==> src/rtl/ppe_pkg.sv <==
// Shared types, widths and register map of the partial permutation enumerator.
package ppe_pkg;

   localparam int NUM_SLOTS    = 7;
   localparam int LETTER_W     = 8;
   localparam int DIGIT_W      = 3;
   localparam int LEVEL_W      = 3;
   localparam int COUNT_W      = 4;
   localparam int RACK_W       = NUM_SLOTS * LETTER_W;
   localparam int RACK_LEN_W   = 3;

   localparam int RACK_MAX_DEF = 7;
   localparam int LONGEST_DEF  = 7;

   localparam int CSR_ADDR_W   = 4;
   localparam int CSR_DATA_W   = 64;
   localparam int CSR_SEL_BIT  = 3;

   localparam logic CSR_IDX_LETTERS = 1'b0;
   localparam logic CSR_IDX_LENGTH  = 1'b1;

   localparam logic [LEVEL_W-1:0] LEVEL_FIRST = 3'd2;

   typedef logic [LETTER_W-1:0]                  letter_type;
   typedef logic [NUM_SLOTS-1:0][LETTER_W-1:0]   word_type;
   typedef logic [NUM_SLOTS-1:0][DIGIT_W-1:0]    digit_vec_type;

   typedef struct packed {
      logic start;
      logic restart;
      logic finish;
      logic pick;
      logic advance;
      logic emit;
   } cmd_type;

   typedef struct packed {
      logic bad;
      logic last_pick;
   } status_type;

endpackage

==> src/rtl/ppe_ctrl.sv <==
// Sequencer for the enumerator: accepts a beat, steps the datapath, presents the result.
module ppe_ctrl (
   input  logic               clock,
   input  logic               reset,
   input  logic               req_valid,
   input  logic               req_restart,
   output logic               req_stall,
   output logic               rsp_valid,
   input  logic               rsp_stall,
   input  ppe_pkg::status_type status,
   output ppe_pkg::cmd_type   cmd
);
   import ppe_pkg::*;

   typedef enum logic [2:0] {
      ST_IDLE,
      ST_CHECK,
      ST_PICK,
      ST_ADVANCE,
      ST_EMIT
   } state_type;

   state_type state_ff, state_in;
   logic      rsp_valid_ff, rsp_valid_in;

   always_comb begin
      state_in    = state_ff;
      cmd         = '0;
      cmd.restart = req_restart;
      unique case (state_ff)
         ST_IDLE: begin
            if (req_valid) begin
               cmd.start = 1'b1;
               state_in  = ST_CHECK;
            end
         end
         ST_CHECK: begin
            if (status.bad) begin
               cmd.finish = 1'b1;
               state_in   = ST_EMIT;
            end else begin
               state_in = ST_PICK;
            end
         end
         ST_PICK: begin
            cmd.pick = 1'b1;
            if (status.last_pick) begin
               state_in = ST_ADVANCE;
            end
         end
         ST_ADVANCE: begin
            cmd.advance = 1'b1;
            state_in    = ST_EMIT;
         end
         ST_EMIT: begin
            // The output register may be refilled as soon as its current beat leaves.
            if (!rsp_valid_ff || !rsp_stall) begin
               cmd.emit = 1'b1;
               state_in = ST_IDLE;
            end
         end
         default: state_in = ST_IDLE;
      endcase

      rsp_valid_in = rsp_valid_ff;
      if (cmd.emit) begin
         rsp_valid_in = 1'b1;
      end else if (rsp_valid_ff && !rsp_stall) begin
         rsp_valid_in = 1'b0;
      end
   end

   always_ff @(posedge clock) begin
      if (reset) begin
         state_ff     <= ST_IDLE;
         rsp_valid_ff <= 1'b0;
      end else begin
         state_ff     <= state_in;
         rsp_valid_ff <= rsp_valid_in;
      end
   end

   assign req_stall = (state_ff != ST_IDLE);
   assign rsp_valid = rsp_valid_ff;

endmodule

==> src/rtl/ppe_dpath.sv <==
// Datapath of the enumerator: pick digits, remaining-letter list and result register.
module ppe_dpath #(
   parameter int RACK_MAX = ppe_pkg::RACK_MAX_DEF,
   parameter int LONGEST  = ppe_pkg::LONGEST_DEF
) (
   input  logic                                  clock,
   input  logic                                  reset,
   input  ppe_pkg::cmd_type                      cmd,
   output ppe_pkg::status_type                   status,
   input  logic [ppe_pkg::RACK_W-1:0]            rack_letters,
   input  logic [ppe_pkg::RACK_LEN_W-1:0]        rack_length,
   output ppe_pkg::word_type                     rsp_word,
   output logic [ppe_pkg::LEVEL_W-1:0]           rsp_length,
   output logic                                  rsp_done
);
   import ppe_pkg::*;

   // Enumeration state, kept across beats.
   digit_vec_type        digit_ff, digit_in;
   logic [LEVEL_W-1:0]   level_ff, level_in;
   logic                 fin_ff, fin_in;

   // Working registers for one selection.
   word_type             left_ff, left_sh;
   logic [DIGIT_W-1:0]   size_ff;
   logic [DIGIT_W-1:0]   slot_ff;
   word_type             word_ff;
   logic [LEVEL_W-1:0]   len_ff;
   logic                 done_ff;

   word_type             rsp_word_ff;
   logic [LEVEL_W-1:0]   rsp_length_ff;
   logic                 rsp_done_ff;

   logic [COUNT_W-1:0]   rack_n;
   logic [COUNT_W-1:0]   top_n;
   logic [DIGIT_W-1:0]   pick_digit;
   logic [DIGIT_W-1:0]   pick_idx;
   letter_type           pick_letter;
   logic                 hit_found;
   logic [DIGIT_W-1:0]   hit_idx;
   logic [COUNT_W-1:0]   lim;
   digit_vec_type        digit_adv;

   always_comb begin
      rack_n = {1'b0, rack_length};
      if (rack_n > COUNT_W'(RACK_MAX)) begin
         rack_n = COUNT_W'(RACK_MAX);
      end
      top_n = (COUNT_W'(LONGEST) < rack_n) ? COUNT_W'(LONGEST) : rack_n;
   end

   assign status.bad = fin_ff || (rack_n < 4'd2) || (level_ff < LEVEL_FIRST) ||
                       ({1'b0, level_ff} > top_n);
   assign status.last_pick = (slot_ff == (level_ff - 3'd1));

   // One pick: a stale digit past the end takes the last letter left.
   always_comb begin
      pick_digit  = digit_ff[slot_ff];
      pick_idx    = (pick_digit >= size_ff) ? (size_ff - 3'd1) : pick_digit;
      pick_letter = left_ff[pick_idx];
      left_sh     = left_ff;
      for (int k = 0; k < NUM_SLOTS - 1; k++) begin
         if (DIGIT_W'(k) >= pick_idx) begin
            left_sh[k] = left_ff[k + 1];
         end
      end
   end

   // Odometer step: the highest digit below the level that can still grow takes the carry.
   always_comb begin
      hit_found = 1'b0;
      hit_idx   = '0;
      lim       = '0;
      for (int d = 0; d < NUM_SLOTS; d++) begin
         lim = rack_n - COUNT_W'(d);
         if ((DIGIT_W'(d) < level_ff) && (({1'b0, digit_ff[d]} + 4'd1) < lim)) begin
            hit_found = 1'b1;
            hit_idx   = DIGIT_W'(d);
         end
      end
      for (int d = 0; d < NUM_SLOTS; d++) begin
         if (!hit_found || (DIGIT_W'(d) > hit_idx)) begin
            digit_adv[d] = '0;
         end else if (DIGIT_W'(d) == hit_idx) begin
            digit_adv[d] = digit_ff[d] + 3'd1;
         end else begin
            digit_adv[d] = digit_ff[d];
         end
      end
   end

   always_comb begin
      digit_in = digit_ff;
      level_in = level_ff;
      fin_in   = fin_ff;
      if (cmd.start && cmd.restart) begin
         digit_in = '0;
         level_in = LEVEL_FIRST;
         fin_in   = 1'b0;
      end
      if (cmd.finish) begin
         fin_in = 1'b1;
      end
      if (cmd.advance) begin
         digit_in = digit_adv;
         if (!hit_found) begin
            if (({1'b0, level_ff} + 4'd1) > top_n) begin
               fin_in = 1'b1;
            end else begin
               level_in = level_ff + 3'd1;
            end
         end
      end
   end

   always_ff @(posedge clock) begin
      if (reset) begin
         digit_ff <= '0;
         level_ff <= LEVEL_FIRST;
         fin_ff   <= 1'b0;
      end else begin
         digit_ff <= digit_in;
         level_ff <= level_in;
         fin_ff   <= fin_in;
      end
   end

   always_ff @(posedge clock) begin
      if (cmd.start) begin
         for (int k = 0; k < NUM_SLOTS; k++) begin
            left_ff[k] <= rack_letters[LETTER_W*k +: LETTER_W];
         end
         size_ff <= rack_n[DIGIT_W-1:0];
         slot_ff <= '0;
         word_ff <= '0;
         len_ff  <= '0;
         done_ff <= 1'b0;
      end
      if (cmd.finish) begin
         done_ff <= 1'b1;
      end
      if (cmd.pick) begin
         word_ff[slot_ff] <= pick_letter;
         left_ff          <= left_sh;
         size_ff          <= size_ff - 3'd1;
         slot_ff          <= slot_ff + 3'd1;
      end
      if (cmd.advance) begin
         len_ff <= level_ff;
      end
      if (cmd.emit) begin
         rsp_word_ff   <= word_ff;
         rsp_length_ff <= len_ff;
         rsp_done_ff   <= done_ff;
      end
   end

   assign rsp_word   = rsp_word_ff;
   assign rsp_length = rsp_length_ff;
   assign rsp_done   = rsp_done_ff;

endmodule

==> src/rtl/partial_permutation_enumerator_top.sv <==
// Top level of the partial permutation enumerator: register port, sequencer and datapath.
//
// Each request beat carries one bit, req_restart. A 1 starts again at the first
// two-letter selection, a 0 moves on to the next one. Every request gives exactly
// one response beat: the selection's letters (letter_a first, unused letters zero)
// and its word_length, or done_res set with everything else zero once all lengths
// from two up to min(rack size, LONGEST) are used up. Done holds until a restart.
// The rack is written through the register port: rack_letters at byte address 0
// and rack_length at byte address 8; both read back. Write them only while idle.
// A selection passes through the check, the pick loop and the advance step before
// it is emitted; a done beat goes from the check straight to emit. The pick loop
// removes one chosen letter from the remaining list per cycle.
// A new request is taken only once the previous response sits in the output
// register. If the receiver stalls, the response holds and the block waits before
// loading the next one. Reset clears the rack registers and restarts the sequence.
module partial_permutation_enumerator_top #(
   parameter int RACK_MAX = ppe_pkg::RACK_MAX_DEF,
   parameter int LONGEST  = ppe_pkg::LONGEST_DEF
) (
   input  logic                              clock,
   input  logic                              reset,
   input  logic                              psel,
   input  logic                              penable,
   input  logic                              pwrite,
   input  logic [ppe_pkg::CSR_ADDR_W-1:0]    paddr,
   input  logic [ppe_pkg::CSR_DATA_W-1:0]    pwdata,
   output logic [ppe_pkg::CSR_DATA_W-1:0]    prdata,
   output logic                              pready,
   input  logic                              req_valid,
   output logic                              req_stall,
   input  logic                              req_restart,
   output logic                              rsp_valid,
   input  logic                              rsp_stall,
   output logic [ppe_pkg::LETTER_W-1:0]      rsp_letter_a,
   output logic [ppe_pkg::LETTER_W-1:0]      rsp_letter_b,
   output logic [ppe_pkg::LETTER_W-1:0]      rsp_letter_c,
   output logic [ppe_pkg::LETTER_W-1:0]      rsp_letter_d,
   output logic [ppe_pkg::LETTER_W-1:0]      rsp_letter_e,
   output logic [ppe_pkg::LETTER_W-1:0]      rsp_letter_f,
   output logic [ppe_pkg::LETTER_W-1:0]      rsp_letter_g,
   output logic [ppe_pkg::LEVEL_W-1:0]       rsp_word_length,
   output logic                              rsp_done_res
);
   import ppe_pkg::*;

   logic [RACK_W-1:0]     rack_letters_ff;
   logic [RACK_LEN_W-1:0] rack_length_ff;
   logic                  csr_write;
   cmd_type               cmd;
   status_type            status;
   word_type              rsp_word;

   assign pready    = 1'b1;
   assign csr_write = psel && penable && pwrite && pready;

   always_ff @(posedge clock) begin
      if (reset) begin
         rack_letters_ff <= '0;
         rack_length_ff  <= '0;
      end else if (csr_write) begin
         unique case (paddr[CSR_SEL_BIT])
            CSR_IDX_LETTERS: rack_letters_ff <= pwdata[RACK_W-1:0];
            CSR_IDX_LENGTH:  rack_length_ff  <= pwdata[RACK_LEN_W-1:0];
            default:         rack_length_ff  <= rack_length_ff;
         endcase
      end
   end

   always_comb begin
      unique case (paddr[CSR_SEL_BIT])
         CSR_IDX_LETTERS: prdata = CSR_DATA_W'(rack_letters_ff);
         CSR_IDX_LENGTH:  prdata = CSR_DATA_W'(rack_length_ff);
         default:         prdata = '0;
      endcase
   end

   ppe_ctrl u_ctrl (
      .clock       (clock),
      .reset       (reset),
      .req_valid   (req_valid),
      .req_restart (req_restart),
      .req_stall   (req_stall),
      .rsp_valid   (rsp_valid),
      .rsp_stall   (rsp_stall),
      .status      (status),
      .cmd         (cmd)
   );

   ppe_dpath #(
      .RACK_MAX (RACK_MAX),
      .LONGEST  (LONGEST)
   ) u_dpath (
      .clock        (clock),
      .reset        (reset),
      .cmd          (cmd),
      .status       (status),
      .rack_letters (rack_letters_ff),
      .rack_length  (rack_length_ff),
      .rsp_word     (rsp_word),
      .rsp_length   (rsp_word_length),
      .rsp_done     (rsp_done_res)
   );

   assign rsp_letter_a = rsp_word[0];
   assign rsp_letter_b = rsp_word[1];
   assign rsp_letter_c = rsp_word[2];
   assign rsp_letter_d = rsp_word[3];
   assign rsp_letter_e = rsp_word[4];
   assign rsp_letter_f = rsp_word[5];
   assign rsp_letter_g = rsp_word[6];

endmodule
==> config.mk <==
export PLATFORM = sky130hd
export DESIGN_NAME = partial_permutation_enumerator_top
export DESIGN_NICKNAME = d
export VERILOG_FILES = /design/src/rtl/ppe_pkg.sv /design/src/rtl/ppe_ctrl.sv /design/src/rtl/ppe_dpath.sv /design/src/rtl/partial_permutation_enumerator_top.sv
export SDC_FILE = /design/constraint.sdc
export NUM_CORES = 1
export LEC_CHECK = 0
export ABC_AREA = 1
export ABC_CLOCK_PERIOD_IN_PS = 5450
export BUFFER_PORTS_ARGS = -buffer_cell sky130_fd_sc_hd__buf_2
export CAP_MARGIN = 0
export CELL_PAD_IN_SITES_DETAIL_PLACEMENT = 1
export CELL_PAD_IN_SITES_GLOBAL_PLACEMENT = 2
export CORE_UTILIZATION = 27
export CTS_CLUSTER_DIAMETER = 100
export DETAILED_ROUTE_END_ITERATION = 10
export PLACE_DENSITY_LB_ADDON = 0.1
export SYNTH_ARGS = -nofsm -noshare
export SYNTH_HDL_FRONTEND = slang
export SYNTH_SLANG_ARGS = --single-unit
==> constraint.sdc <==
create_clock -name clock -period 5.45 [get_ports clock]
set_input_delay 1.09 -clock clock [delete_from_list [all_inputs] [get_ports clock]]
set_output_delay 1.09 -clock clock [all_outputs]
set_load 0.1 [all_outputs]
==> impl_metrics.ini <==
[drt]
drt-total-wl_um = 38000
dr.first_iter.drc_count = 383
vias = 10000
post_drt_wl_per_cell_um = 16.9
avgViaCountPerCell = 4.45
drc = 0
postRouteAntennaNets = 0
drt_first_pass_iters = 5

[synth]
netlist_area_mm2 = 0.0124
ys_ff_latch = 270
postSynthCellCount = 1453
ys_seq_area_frac = 0.535
yosys_warnings = 0
avgSynthCellArea_um2 = 8.57
synth.distinct_cells = 46

[global_routing]
grt_max_degree = 113
grt_util_all_layers = 0.163
grt_antenna_before_repair = 0
first_global_vias = 10200
grt_pass1_wl_um = 59000
grt_overflow = 0

[sta]
setup_viol = 0
rsz0062_at_grt = false
post-route-period-util = 0.722
finalHoldViolations = 0
timing.hold.ws_ps = 424
skew_ps = 18.6
slew_headroom = 0.322
tns_ps = 0
slew_viol_final = 0
fmax_mhz = 254
period_minus_slack_ps = 3940
tightest_slew_ps = 1020

[floorplan]
dieArea_mm2 = 0.0470
coreArea_mm2 = 0.0454
num_io_pins = 203
std_cell_rows = 78
die_x_um = 217
die_h_um = 217
initial_core_util = 0.274

[flow_run]
maxCapViolCount = 0

[critical_path]
crit_top_cell = nand2_1
criticalPathCategory = reg -> reg
path_max_fanout = 29
reg2reg_depth = 20
start_kind = flip-flop
cp.arrival_ps = 4430
crit_path_cell_trace = inv_2, nand3_1, nand2_1, nor2_1, nand2_1, ha_1, a21oi_2, nand2_2, nor2_8, inv_2, nand2_2, nand2_1, buf_4, nor2_4, nand2_1, nand2_1, nand2_2, nand2_4, nand2_1, nand2_1
cp_slowest_cell = edfxtp_1
reg2reg_slack_ps = 1510
cp-end-kind = flip-flop
required_ps = 5950
cp_top_family = simple AND/OR/NAND/NOR gates
cp_num_buf_inv = 3
slowest_delay_ps = 690
timing.rr.end = u_dpath.word_ff[1]
reg2reg_from = u_dpath.slot_ff[0]

[finish]
syn_to_final_growth_pct = 21.2
antennaDiodeCount = 0
final_cell_mix = nand2_1, buf_2, dfxtp_1
layout_commonest_cell = nand2_1
drive_gt1_frac = 0.189
nets = 1749

[clock_network]
htreeDepth = 2
clock_sinks = 270
ctsResizeCount = 0
cts_buffer_depth = 3
clkLatencyLatePin_ps = 550
clk_pin_slew_ps = 60
cts_tree = yes
post_cts_buffers = 0
cts-root-buf = clkbuf_16
cts_buffers = 35
cts_hold_buf = 0

[power_and_ir_drop]
ir_worst_vdd_v = 0.000215
p_leak_nw = 6.75
p_per_area_mw_per_mm2 = 364

[placed_design]
gp_congestion = 0.748
hpwlAfterDp_um = 26800
io_buffers = 182

[run_status]
outcome = finished, final reports clean

[worst_hold_path]
hold_class = reg -> reg
min_to = u_dpath.rsp_length[2]
hold_depth = 0
hold_path.startpoint = u_dpath.len_ff[2]
-- sequential cells by signal, indices dropped and copies added (netlist names) --
signal and cells:
rack_letters_ff 56, u_dpath.left_ff 56, u_dpath.rsp_word 56, u_dpath.word_ff 56, u_dpath.digit_ff 21, rack_length_ff 3, u_ctrl.state_ff 3, u_dpath.len_ff 3
u_dpath.level_ff 3, u_dpath.rsp_length 3, u_dpath.size_ff 3, u_dpath.slot_ff 3, u_ctrl.rsp_valid 1, u_dpath.done_ff 1, u_dpath.fin_ff 1, u_dpath.rsp_done 1
-- area by class of cell --
cell class,instances,area (um2)
clock buffers,46,948
multi-input cells,962,4880
fillers,5399,30300
repair buffers,197,1020
flip-flops and latches,270,6660
clock inverters,18,226
well taps,600,751
inverters,159,597
-- through the flow --
| step | util | cells | setup WS, ps | area [um2] | power, W |
|---|---|---|---|---|---|
| floorplan | - | 1460 | 799 | 12500 | 0.00294 |
| global placement | 0.306 | 2188 | 1490 | 13900 | 0.00320 |
| detailed placement | 0.306 | 2188 | 1440 | 13900 | 0.00321 |
| CTS | 0.332 | 2252 | 1400 | 15100 | 0.00560 |
| global route | 0.332 | 2252 | 1120 | 15100 | 0.00574 |
| finish | 0.332 | 2252 | 1510 | 15100 | 0.00549 |
-- synthesized netlist by cell type (all sizes together) --
| cell type | n | area share |
|---|---|---|
| a211oi | 1 | 0.00060 |
| nand2 | 410 | 0.13 |
| inv | 158 | 0.048 |
| nor3b | 1 | 0.00060 |
| nand3b | 10 | 0.0063 |
| xnor2 | 5 | 0.0035 |
| nor3 | 6 | 0.0028 |
| a21o | 2 | 0.0012 |
| edfxtp | 125 | 0.30 |
| and2 | 2 | 0.0010 |
| and3 | 3 | 0.0019 |
| nand3 | 116 | 0.048 |
| xor2 | 9 | 0.0063 |
| o21ai | 129 | 0.052 |
| a22oi | 2 | 0.0012 |
| o211a | 1 | 0.00080 |
| o211ai | 2 | 0.0012 |
| a21oi | 93 | 0.038 |
| o31ai | 2 | 0.0012 |
| clkinv | 1 | 0.00030 |
| ha | 48 | 0.048 |
| or2 | 1 | 0.00050 |
| clkbuf | 45 | 0.014 |
| conb | 2 | 0.00060 |
| nand4 | 11 | 0.0055 |
| a31oi | 2 | 0.0010 |
| dfxtp | 145 | 0.23 |
| nor2 | 97 | 0.035 |
| buf | 24 | 0.015 |
-- worst max-delay path by stage --
stage                  startpoint                   to  slack [ps]  cells past startpoint
5_1_grt        u_dpath.slot_ff[0]  u_dpath.word_ff[47]        1120                     20
6_report       u_dpath.slot_ff[0]   u_dpath.word_ff[1]        1510                     20
2_1_floorplan            paddr[3]            prdata[0]         800                      3
3_3_place_gp   u_dpath.slot_ff[0]   u_dpath.word_ff[1]        1490                     20
3_5_place_dp   u_dpath.slot_ff[0]   u_dpath.word_ff[1]        1440                     20
4_1_cts        u_dpath.slot_ff[0]  u_dpath.word_ff[17]        1400                     20
-- cells by family (layout without fill, tap and decap cells) --
logic type,after synthesis,after routing,share of synthesized area
other,2,9,0.000603
flip-flops,270,270,0.535
adder cells (fa/ha/maj),48,48,0.0483
AND/OR/NAND/NOR,657,657,0.233
AO/OA/AOI/OAI,234,234,0.0968
buffers and inverters,228,420,0.0763
XOR/XNOR,14,14,0.00985
-- report_power, final --
| group | total (W) | switching [W] | internal [W] |
|---|---|---|---|
| Combinational | 0.000865 | 0.000688 | 0.000178 |
| Sequential | 0.00227 | 0.0000497 | 0.00222 |
| Clock | 0.00236 | 0.000929 | 0.00143 |
| Total | 0.00549 | 0.00167 | 0.00382 |
-- worst reg2reg max path: stages (launching register included) --
cell and delay [ps]:
edfxtp_1 690, inv_2 240, nand3_1 180, nand2_1 70
nor2_1 120, nand2_1 100, ha_1 330, a21oi_2 160
nand2_2 100, nor2_8 150, inv_2 70, nand2_2 430
nand2_1 120, buf_4 260, nor2_4 220, nand2_1 110
nand2_1 120, nand2_2 90, nand2_4 170, nand2_1 80
nand2_1 60
-- routing by layer --
layer	vias to the layer above	part of all wire	track usage
li1	5090	-	-
met1	4718	0.47	0.210
met2	171	0.48	0.279
met3	41	0.037	0.0316
met4	0	0.017	0.0415
met5	-	0	0
Note: power is estimated with default switching activity, not from simulation.
